==> src/rtl/core/imhdk_ram.sv <==
// Generic single-write, single-read synchronous RAM with registered read data.
module imhdk_ram #(
    parameter int WIDTH = 8,
    parameter int DEPTH = 16
) (
    input  logic                     aclk,
    input  logic                     we,
    input  logic [$clog2(DEPTH)-1:0] waddr,
    input  logic [WIDTH-1:0]         wdata,
    input  logic [$clog2(DEPTH)-1:0] raddr,
    output logic [WIDTH-1:0]         rdata
);

    logic [WIDTH-1:0] mem [DEPTH];

    always_ff @(posedge aclk) begin
        if (we) begin
            mem[waddr] <= wdata;
        end
        rdata <= mem[raddr];
    end

endmodule

==> config.mk <==
export PLATFORM = sky130hd
export DESIGN_NAME = imhdk_ram
export DESIGN_NICKNAME = d
export VERILOG_FILES = /design/src/rtl/core/imhdk_ram.sv
export SDC_FILE = /design/constraint.sdc
export NUM_CORES = 1
export LEC_CHECK = 0
export BUFFER_PORTS_ARGS = -buffer_cell sky130_fd_sc_hd__buf_2
export CAP_MARGIN = 30
export CELL_PAD_IN_SITES_DETAIL_PLACEMENT = 0
export CELL_PAD_IN_SITES_GLOBAL_PLACEMENT = 1
export CORE_MARGIN = 5
export CORE_UTILIZATION = 45
export CTS_BUF_LIST = sky130_fd_sc_hd__clkbuf_8
export DETAILED_ROUTE_END_ITERATION = 7
export PLACE_DENSITY = 0.71
export SETUP_SLACK_MARGIN = 0.05
export SLEW_MARGIN = 30
export SYNTH_ARGS = -nofsm -noshare
export SYNTH_HDL_FRONTEND = slang
export SYNTH_SLANG_ARGS = --single-unit
export TNS_END_PERCENT = 30
==> constraint.sdc <==
create_clock -name aclk -period 2.5 [get_ports aclk]
set_clock_uncertainty 0.2 [all_clocks]
set_input_delay 0.125 -clock aclk [delete_from_list [all_inputs] [get_ports aclk]]
set_output_delay 0.125 -clock aclk [all_outputs]
set_load 0.05 [all_outputs]
==> results of run 1 <==
==> layout make-up <==
type	instances	area [um^2]	share of cell area, %
sequential	136	4004	66.13
clock inverter	12	156.4	2.583
tap	143	178.9	2.955
clock buffer	20	275.3	4.546
multi-input combinational	83	1057	17.46
timing repair buffer	55	382.9	6.324
==> Yosys cell counts (all sizes together) <==
cell           number
clkdlybuf4s25       3
nand2               9
nor2               13
nor3                4
nor2b               1
dfxtp               8
edfxtp            128
mux4               32
or3b                1
and2                1
nand3b              2
nand2b              2
buf                 7
and2b               1
a22oi              16
nand3               1
==> worst paths after layout <==
| kind | from | end | slack [ns] | depth (start not counted) |
|---|---|---|---|---|
| min reg2reg | mem[5][1]$_DFFE_PP_ | rdata[1]$_DFF_P_ | 0.47 | 3 |
| max reg2reg | mem[0][0]$_DFFE_PP_ | rdata[0]$_DFF_P_ | 0.97 | 3 |
| min | waddr[0] | mem[4][0]$_DFFE_PP_ | 0.09 | 3 |
| max | mem[0][0]$_DFFE_PP_ | rdata[0]$_DFF_P_ | 0.97 | 3 |
==> flip-flops by register name (all words and copies together) (netlist names) <==
signal  count
mem       128
rdata       8
==> power groups by stage <==
stage,clock (mW),combinational [mW],sequential (mW)
final,1.90,0.295,2.56
after global routing,2.04,0.318,2.56
after CTS,1.92,0.299,2.56
after detailed placement,0,0.289,2.61
after global placement,0,0.284,2.61
after floorplan,0,0.129,2.66
==> layer usage <==
metal | vias up | track usage, % | wire length (um)
li1 | 1096 | - | -
met1 | 1300 | 23.80 | 4417
met2 | 84 | 24.12 | 4796
met3 | 9 | 4.113 | 671
met4 | 0 | 6.651 | 129
met5 | - | 0 | 0
==> worst max-delay path, stage by stage (launching register included) <==
cell	delay (ns)
sky130_fd_sc_hd__edfxtp_1	0.37
sky130_fd_sc_hd__mux4_1	0.50
sky130_fd_sc_hd__a22oi_1	0.23
sky130_fd_sc_hd__nand2_1	0.11
==> cells by family (layout without fill, tap and decap cells) <==
logic type	after synthesis	count (layout)	synth area share [%]
multiplexers	32	32	15.02
buffers and inverters	10	87	1.677
AND/OR/NAND/NOR	35	35	3.184
flip-flops	136	136	77.78
AO/OA/AOI/OAI	16	16	2.334
==> metrics by stage <==
stage	setup slack [ns]	utilization, %	cell area, um^2	power, mW
after floorplan	0.6821	-	5147	2.790
after global placement	0.5534	48.96	5543	2.892
after detailed placement	0.5336	48.96	5543	2.899
after CTS	0.9594	53.48	6055	4.784
after global routing	0.9002	53.48	6055	4.922
final	0.9677	53.48	6055	4.752
==> results.py, run 1 <==
metrics = {
    "placement": {
        "place.detailed.hpwl_um": 6273,
        "place.port_buffers": 25,
        "placedCellCount": 409,
        "gpl.final_weighted_congestion": 0.7065,
    },
    "final_layout": {
        "layout.cells.non_filler": 449,
        "syn_to_final_growth_pct": 17.62,
        "mostFrequentLayoutCells": "sky130_fd_sc_hd__edfxtp_1 (128), sky130_fd_sc_hd__buf_2 (25), sky130_fd_sc_hd__buf_4 (21)",
        "fillCellCount": 887,
        "num-nets-final": 311,
        "commonest_non_fill_non_tap_cell_in_the_layout": "sky130_fd_sc_hd__edfxtp_1",
        "num_antenna_cells": 0,
        "layout-drive-gt1-share_pct": 31.05,
    },
    "power": {
        "power_report.internal_total_mw": 3.807,
        "share_seq_of_total_power_pct": 53.9,
        "p_sw_mw": 0.9451,
        "pwr-share-comb_pct": 6.2,
        "leakagePower_nw": 2.084,
        "power.clock.fraction_pct": 39.9,
        "power.density_cell_area_nw_per_um2": 784.9,
        "sw_frac_of_total_pct": 19.89,
        "max-vdd-ir-drop_uv": 333.2,
    },
    "yosys": {
        "mappedNetlistArea_um2": 5147,
        "netlist.area_leader.share_pct": 74.67,
        "yosys_warnings": 0,
        "synth_fp_nets": 247,
        "synth_area_leader_cell": "sky130_fd_sc_hd__edfxtp_1",
        "seq_area_frac_synth_pct": 77.78,
        "synth_cell_types": 19,
        "synth_area_per_cell_um2": 22.48,
        "synth.ff_latch_count": 136,
        "syn-instance-count": 229,
        "ys_top_cells_by_area": "sky130_fd_sc_hd__edfxtp_1 (75%), sky130_fd_sc_hd__mux4_2 (7.9%), sky130_fd_sc_hd__mux4_1 (7.1%)",
    },
    "floorplanning": {
        "floorplan.die.width_um": 117.0,
        "die_y_um": 117.0,
        "fp.dieArea_um2": 13680,
        "pin_count": 26,
        "coreArea_um2": 11320,
        "placementRows": 39,
        "initial_core_util_pct": 45.47,
    },
    "timing": {
        "max_slew_margin_pct": 62.25,
        "holdWs_ns": 0.08702,
        "final-hold-violation-count": 0,
        "setup_tns_ns": 0,
        "max_slew.worst_pin.slew_ns": 0.5642,
        "grt_setup_unrepaired": "false",
        "fmaxAchievable_ghz": 0.6526,
        "timing_max_transition_violations_final": 0,
        "period_share_pct": 61.29,
        "layout_min_cycle_time_ns": 1.532,
        "final_setup_viols": 0,
    },
    "min_path": {
        "min_path_type": "in2reg",
    },
    "routing": {
        "drt-total-wl_um": 10020,
        "vias": 2489,
        "via_per_inst": 5.543,
        "antenna_violation_net_count_after_detailed_routing": 0,
        "detail_route.drc_violations": 0,
        "detailedRoute.firstPassIterationCount": 4,
        "routed_wire_length_per_instance_um": 22.31,
        "first_iter_violations": 163,
    },
    "global_routing": {
        "groute.usage.overall_pct": 16.43,
        "vias_in_the_first_global_route": 2573,
        "antenna_found_initial": 0,
        "pin_count_of_the_biggest_net_entering_global_routing": 17,
        "global_route.overflow_total": 0,
        "first_pass_grt_wire_length_um": 15540,
    },
    "worst_setup_path": {
        "start_kind": "flip-flop",
        "crit_type": "reg2reg",
        "crit_fanout": 1,
        "wp_data_required_ns": 2.59,
        "endpoint_kind": "flip-flop",
        "critical_path_arrival_ns": 1.62,
    },
    "clock_tree": {
        "insertion_delay_ns": 0.41,
        "clock_transition_time_at_the_flip_flop_clock_pins_of_the_worst_setup_and_hold_paths_ns": 0.07,
        "htree_levels": 4,
        "quantity_of_hold_fixing_buffers_added_after_cts": 8,
        "cts-buffers-inserted": 17,
        "tritoncts": "built",
        "clock_sink_count": 136,
        "cts_max_path_buffers": 2,
        "cts_post_setup_buffers_inserted": 0,
        "clock-root-buffer": "sky130_fd_sc_hd__clkbuf_8",
        "ctsResizeCount": 0,
    },
    "outcome": {
        "status": "complete, no violations",
    },
    "job": {
        "drv_cap": 0,
    },
}
No activity file was read; power rests on OpenSTA's default activity.
==> run 2: changes to the inputs <==
--- a/config.mk
+++ b/config.mk
@@ -13,7 +13,7 @@
 export CORE_UTILIZATION = 45
 export CTS_BUF_LIST = sky130_fd_sc_hd__clkbuf_8
 export DETAILED_ROUTE_END_ITERATION = 7
-export PLACE_DENSITY = 0.71
+export PLACE_DENSITY = 0.73
 export SETUP_SLACK_MARGIN = 0.05
 export SLEW_MARGIN = 30
 export SYNTH_ARGS = -nofsm -noshare
==> constraint.sdc (replaced) <==
create_clock -name aclk -period 1.3 [get_ports aclk]
set_clock_uncertainty 0.2 [all_clocks]
set_input_delay 0.065 -clock aclk [delete_from_list [all_inputs] [get_ports aclk]]
set_output_delay 0.065 -clock aclk [all_outputs]
set_load 0.05 [all_outputs]
==> run 2 against run 1 <==
- flip-flop and latch count did not move
- highest routed layer unchanged
- non-clock buffer count increased by 10
- largest cell class unchanged
- count of clock-buffer cells in the layout shrank 3
- the run now ends with negative hold slack, negative setup slack left
- first-iteration DRC count is 12% higher
- design area up 4.0%
- register-to-register slack got worse by 1.2 ns
==> results.py, run 2 (same netlist as run 1, synthesis figures left out) <==
metrics = {
    "timing": {
        "postLayoutSetupSlackWorst_ns": -0.1836,
        "grt_setup_unrepaired": "true",
        "holdWs_ns": -0.03163,
        "timing_max_transition_violations_final": 0,
        "final-hold-violation-count": 8,
        "max_slew.worst_pin.slew_ns": 0.9233,
        "layout_min_cycle_time_ns": 1.484,
        "period_share_pct": 114.1,
        "max_slew_margin_pct": 38.32,
        "fmaxAchievable_ghz": 0.6741,
        "final_setup_viols": 8,
    },
    "outcome": {
        "status": "finished, violations left",
        "violations": "negative hold slack, negative setup slack",
    },
    "worst_setup_path": {
        "reg2reg_from": "mem[3][6]$_DFFE_PP_",
        "wp_data_required_ns": 1.42,
        "top_delay_family_on_crit_path": "multiplexers",
        "critPathMaxStageDelay_ns": 0.48,
        "crit_fanout": 1,
        "worstPathCellList": "mux4_2 -> a22oi_2 -> nand2_1",
        "cp.buffers_inverters": 0,
        "start_kind": "flip-flop",
        "cp_slowest_cell": "sky130_fd_sc_hd__mux4_2",
        "worst_setup_path_startpoint": "mem[3][6]$_DFFE_PP_",
        "endpoint_kind": "flip-flop",
        "critical_path_arrival_ns": 1.61,
        "crit_type": "reg2reg",
    },
    "global_routing": {
        "groute.usage.overall_pct": 15.98,
        "global_route.overflow_total": 0,
        "first_pass_grt_wire_length_um": 15300,
        "antenna_found_initial": 0,
        "pin_count_of_the_biggest_net_entering_global_routing": 23,
        "vias_in_the_first_global_route": 2575,
    },
    "power": {
        "power.density_cell_area_nw_per_um2": 1450,
        "leakagePower_nw": 2.133,
        "sw_frac_of_total_pct": 20.74,
        "share_seq_of_total_power_pct": 54.1,
        "power_report.internal_total_mw": 7.233,
        "pwr-share-comb_pct": 7.4,
        "max-vdd-ir-drop_uv": 678.7,
        "power.clock.fraction_pct": 38.5,
        "p_sw_mw": 1.892,
    },
    "clock_tree": {
        "cts_post_setup_buffers_inserted": 0,
        "cts-buffers-inserted": 17,
        "htree_levels": 4,
        "tritoncts": "built",
        "insertion_delay_ns": 0.43,
        "cts_max_path_buffers": 2,
        "clock-root-buffer": "sky130_fd_sc_hd__clkbuf_8",
        "clock_transition_time_at_the_flip_flop_clock_pins_of_the_worst_setup_and_hold_paths_ns": 0.07,
        "clock_sink_count": 136,
    },
    "routing": {
        "drt-total-wl_um": 9846,
        "detail_route.drc_violations": 0,
        "detailedRoute.firstPassIterationCount": 4,
        "via_per_inst": 5.373,
        "vias": 2466,
        "first_iter_violations": 183,
        "routed_wire_length_per_instance_um": 21.45,
        "antenna_violation_net_count_after_detailed_routing": 0,
    },
    "final_layout": {
        "num-nets-final": 321,
        "num_antenna_cells": 0,
        "layout.cells.non_filler": 459,
        "layout-drive-gt1-share_pct": 40.19,
        "largest_reg_flops": 128,
        "syn_to_final_growth_pct": 22.29,
        "registers.top_by_ff_count": "mem",
        "postLayoutCellArea_um2": 6295,
        "reg_top3": "mem x128, rdata x8",
        "mostFrequentLayoutCells": "sky130_fd_sc_hd__edfxtp_1 (128), sky130_fd_sc_hd__mux4_2 (30), sky130_fd_sc_hd__buf_4 (20)",
        "layout.core_utilization_pct": 55.60,
        "fillCellCount": 849,
        "commonest_non_fill_non_tap_cell_in_the_layout": "sky130_fd_sc_hd__edfxtp_1",
    },
    "placement": {
        "dpl_cell_area_um2": 5714,
        "place.port_buffers": 25,
        "place.detailed.hpwl_um": 6403,
        "placedCellCount": 417,
        "gpl.final_weighted_congestion": 0.7211,
        "placement.setup.worst_slack_ns": -0.3834,
    },
    "floorplanning": {
        "pin_count": 26,
        "initial_core_util_pct": 45.47,
        "placementRows": 39,
        "fp.dieArea_um2": 13680,
        "die_y_um": 117.0,
        "floorplan.die.width_um": 117.0,
        "coreArea_um2": 11320,
    },
    "job": {
        "drv_cap": 0,
    },
    "min_path": {
        "hold_path_startpoint": "waddr[0]",
        "min_path_type": "in2reg",
    },
}
-- run 2: cell count changes in the layout (fill, tap and decap cells not counted), moves of 4 or more --
cell / delta
sky130_fd_sc_hd__a22oi_1: -8
sky130_fd_sc_hd__mux4_1: -12
sky130_fd_sc_hd__a22oi_2: +8
sky130_fd_sc_hd__buf_6: +10
sky130_fd_sc_hd__mux4_2: +12
sky130_fd_sc_hd__buf_12: +6
sky130_fd_sc_hd__buf_2: -8
sky130_fd_sc_hd__nor3_1: -4
-- run 2: repair_timing --
item	4_1_cts	5_1_grt
hold endpoints to repair	152	16
gates cloned	0	0
setup endpoints to repair	16	40
hold buffers	10	1
pin swaps	7	3
gates resized for setup	31	13
-- run 2: final timing paths --
| kind | to | slack [ns] | cells past startpoint |
|---|---|---|---|
| max | rdata[6]$_DFF_P_ | -0.18 | 3 |
| min | mem[12][1]$_DFFE_PP_ | -0.03 | 3 |
| max reg2reg | rdata[6]$_DFF_P_ | -0.18 | 3 |
| min reg2reg | rdata[1]$_DFF_P_ | 0.46 | 3 |
-- run 2: layer usage --
| metal | part of all wire, % | up-vias | track usage (%) |
|---|---|---|---|
| li1 | - | 1105 | - |
| met1 | 45 | 1276 | 21.88 |
| met2 | 49 | 71 | 24.95 |
| met3 | 4.4 | 14 | 4.319 |
| met4 | 1.5 | 0 | 5.734 |
| met5 | 0 | - | 0 |
-- run 2: power by group through the flow --
stage	Sequential (mW)	Clock [mW]	Combinational (mW)
3_5_place_dp	5.03	0	0.596
3_3_place_gp	5.02	0	0.585
5_1_grt	4.94	3.79	0.722
4_1_cts	4.94	3.57	0.672
6_report	4.94	3.51	0.677
2_1_floorplan	5.12	0	0.255
-- run 2: final cells by class --
cell class	instances	area, um^2	share of cell area (%)
Sequential cell	136	4005	63.63
Clock buffer	17	234.0	3.717
Tap cell	143	178.9	2.842
Clock inverter	15	172.7	2.743
Timing Repair Buffer	65	605.6	9.620
Multi-Input combinational cell	83	1099	17.45
-- run 2: worst register-to-register path: stages (launching register included) --
cell and delay (ns):
sky130_fd_sc_hd__edfxtp_1 0.37, sky130_fd_sc_hd__mux4_2 0.48, sky130_fd_sc_hd__a22oi_2 0.24, sky130_fd_sc_hd__nand2_1 0.08
-- run 2: per-stage QoR --
step                TNS (ns)  total power, mW
floorplan             -3.491            5.373
global placement      -13.13            5.606
detailed placement    -14.19            5.621
CTS                   -1.368            9.176
global route          -1.559            9.458
finish                -1.117            9.125
==> run 3: changes to the inputs <==
--- a/config.mk
+++ b/config.mk
@@ -13,7 +13,7 @@
 export CORE_UTILIZATION = 45
 export CTS_BUF_LIST = sky130_fd_sc_hd__clkbuf_8
 export DETAILED_ROUTE_END_ITERATION = 7
-export PLACE_DENSITY = 0.73
+export PLACE_DENSITY = 0.72
 export SETUP_SLACK_MARGIN = 0.05
 export SLEW_MARGIN = 30
 export SYNTH_ARGS = -nofsm -noshare
==> run 3 against run 2 <==
- the run ends with negative setup slack left
- routed wire length shrank 2.6%
- setup slack gained 0.012 ns
- sequential power about the same
- critical path depth stayed put
- core utilization shrank 0.066 points
- first-iteration DRC count grew 4.4%
- power rose by 0.82%
- combinational power fell by 0.9%
- global-route usage shrank 0.34 points
- register-to-register slack is essentially flat
- count of clock-buffer cells in the layout stayed put
- design area fell by 0.12%
- critical path type unchanged
- critical endpoint is now rdata[1]$_DFF_P_
- largest cell class unchanged
==> results.py, run 3 (same netlist as run 1, synthesis figures left out) <==
metrics = {
    "timing": {
        "final-hold-violation-count": 0,
        "layout_min_cycle_time_ns": 1.472,
        "period_share_pct": 113.2,
        "fmaxAchievable_ghz": 0.6795,
        "postLayoutSetupSlackWorst_ns": -0.1717,
        "max_slew.worst_pin.slew_ns": 0.9485,
        "grt_setup_unrepaired": "true",
        "max_slew_margin_pct": 36.53,
        "timing_max_transition_violations_final": 0,
        "final_setup_viols": 8,
    },
    "final_layout": {
        "layout-drive-gt1-share_pct": 41.51,
        "commonest_non_fill_non_tap_cell_in_the_layout": "sky130_fd_sc_hd__edfxtp_1",
        "postLayoutCellArea_um2": 6287,
        "registers.top_by_ff_count": "mem",
        "num-nets-final": 323,
        "reg_top3": "mem x128, rdata x8",
        "layout.cells.non_filler": 461,
        "syn_to_final_growth_pct": 22.14,
        "largest_reg_flops": 128,
        "num_antenna_cells": 0,
        "mostFrequentLayoutCells": "sky130_fd_sc_hd__edfxtp_1 (128), sky130_fd_sc_hd__mux4_2 (30), sky130_fd_sc_hd__buf_4 (28)",
    },
    "routing": {
        "detailedRoute.firstPassIterationCount": 4,
        "antenna_violation_net_count_after_detailed_routing": 0,
        "first_iter_violations": 191,
        "via_per_inst": 5.341,
        "vias": 2462,
        "routed_wire_length_per_instance_um": 20.81,
        "drt-total-wl_um": 9592,
        "detail_route.drc_violations": 0,
    },
    "placement": {
        "dpl_cell_area_um2": 5697,
        "placement.setup.worst_slack_ns": -0.4151,
        "place.port_buffers": 25,
        "place.detailed.hpwl_um": 6359,
        "placedCellCount": 418,
        "gpl.final_weighted_congestion": 0.7335,
    },
    "global_routing": {
        "antenna_found_initial": 0,
        "global_route.overflow_total": 0,
        "pin_count_of_the_biggest_net_entering_global_routing": 23,
        "vias_in_the_first_global_route": 2513,
        "groute.usage.overall_pct": 15.64,
        "first_pass_grt_wire_length_um": 15050,
    },
    "outcome": {
        "violations": "negative setup slack",
        "status": "finished, violations left",
    },
    "worst_setup_path": {
        "ff2ff_setup_slack_ns": -0.17,
        "endpoint_kind": "flip-flop",
        "wp_data_required_ns": 1.40,
        "crit_type": "reg2reg",
        "critical_path_arrival_ns": 1.57,
        "start_kind": "flip-flop",
        "crit_fanout": 1,
    },
    "min_path": {
        "min_path_type": "in2reg",
    },
    "floorplanning": {
        "fp.dieArea_um2": 13680,
        "coreArea_um2": 11320,
        "pin_count": 26,
        "placementRows": 39,
        "initial_core_util_pct": 45.47,
        "die_y_um": 117.0,
        "floorplan.die.width_um": 117.0,
    },
    "clock_tree": {
        "cts_post_setup_buffers_inserted": 0,
        "clock-root-buffer": "sky130_fd_sc_hd__clkbuf_8",
        "tritoncts": "built",
        "insertion_delay_ns": 0.42,
        "cts_max_path_buffers": 2,
        "cts-buffers-inserted": 17,
        "clock_sink_count": 136,
        "clock_transition_time_at_the_flip_flop_clock_pins_of_the_worst_setup_and_hold_paths_ns": 0.08,
        "htree_levels": 4,
    },
    "power": {
        "leakagePower_nw": 2.132,
        "power.density_cell_area_nw_per_um2": 1463,
        "max-vdd-ir-drop_uv": 654.6,
    },
    "job": {
        "drv_cap": 0,
    },
}
==> run 3: cell type report <==
cell class                 instances  area (um^2)
multi-input combinational         83         1104
sequential                       136         4004
clock buffer                      17        234.0
clock inverter                    15        188.9
timing repair buffer              67        578.1
fill                             865         5034
tap                              143        178.9
==> run 3: worst paths after layout <==
path                                            from                    to  cells after the start
worst max-delay path             mem[0][1]$_DFFE_PP_      rdata[1]$_DFF_P_                      3
worst min-delay path                        waddr[0]  mem[12][1]$_DFFE_PP_                      3
worst max register to register   mem[0][1]$_DFFE_PP_      rdata[1]$_DFF_P_                      3
worst min register to register  mem[12][0]$_DFFE_PP_      rdata[0]$_DFF_P_                      3
==> run 3: repair_timing <==
item,4_1_cts,5_1_grt
pin swaps,11,7
resized for setup,27,12
endpoints found under the setup margin,16,30
hold endpoints to repair,147,0
hold buffers,11,0
==> run 3: through the flow <==
step / utilization [%] / hold slack (ns) / setup TNS [ns] / power, mW
finish: 55.54 / 0.01078 / -1.027 / 9.199
detailed placement: 50.32 / 0.2672 / -14.08 / 5.613
global placement: 50.32 / 0.2479 / -12.12 / 5.597
global route: 55.54 / 0.004655 / -1.455 / 9.525
CTS: 55.25 / -0.01871 / -1.298 / 9.264
floorplan: - / -0.03613 / -3.491 / 5.373
==> run 3: where the power goes <==
group | total, mW | switching [mW] | internal, mW
clock | 3.60 | 1.53 | 2.07
combinational | 0.671 | 0.383 | 0.288
sequential | 4.93 | 0.0331 | 4.90
total | 9.20 | 1.94 | 7.26
==> run 3: worst max-delay path: stages (launching register included) <==
cell                       delay [ns]
sky130_fd_sc_hd__edfxtp_1        0.39
sky130_fd_sc_hd__mux4_2          0.47
sky130_fd_sc_hd__a22oi_2         0.19
sky130_fd_sc_hd__nand2_1         0.10
==> run 3: routing by layer <==
metal  share of wire (%)  global-route usage [%]
met1                  46                   22.39
met2                  48                   23.85
met3                 5.3                   3.907
met4                0.58                   5.046
met5                   0                       0
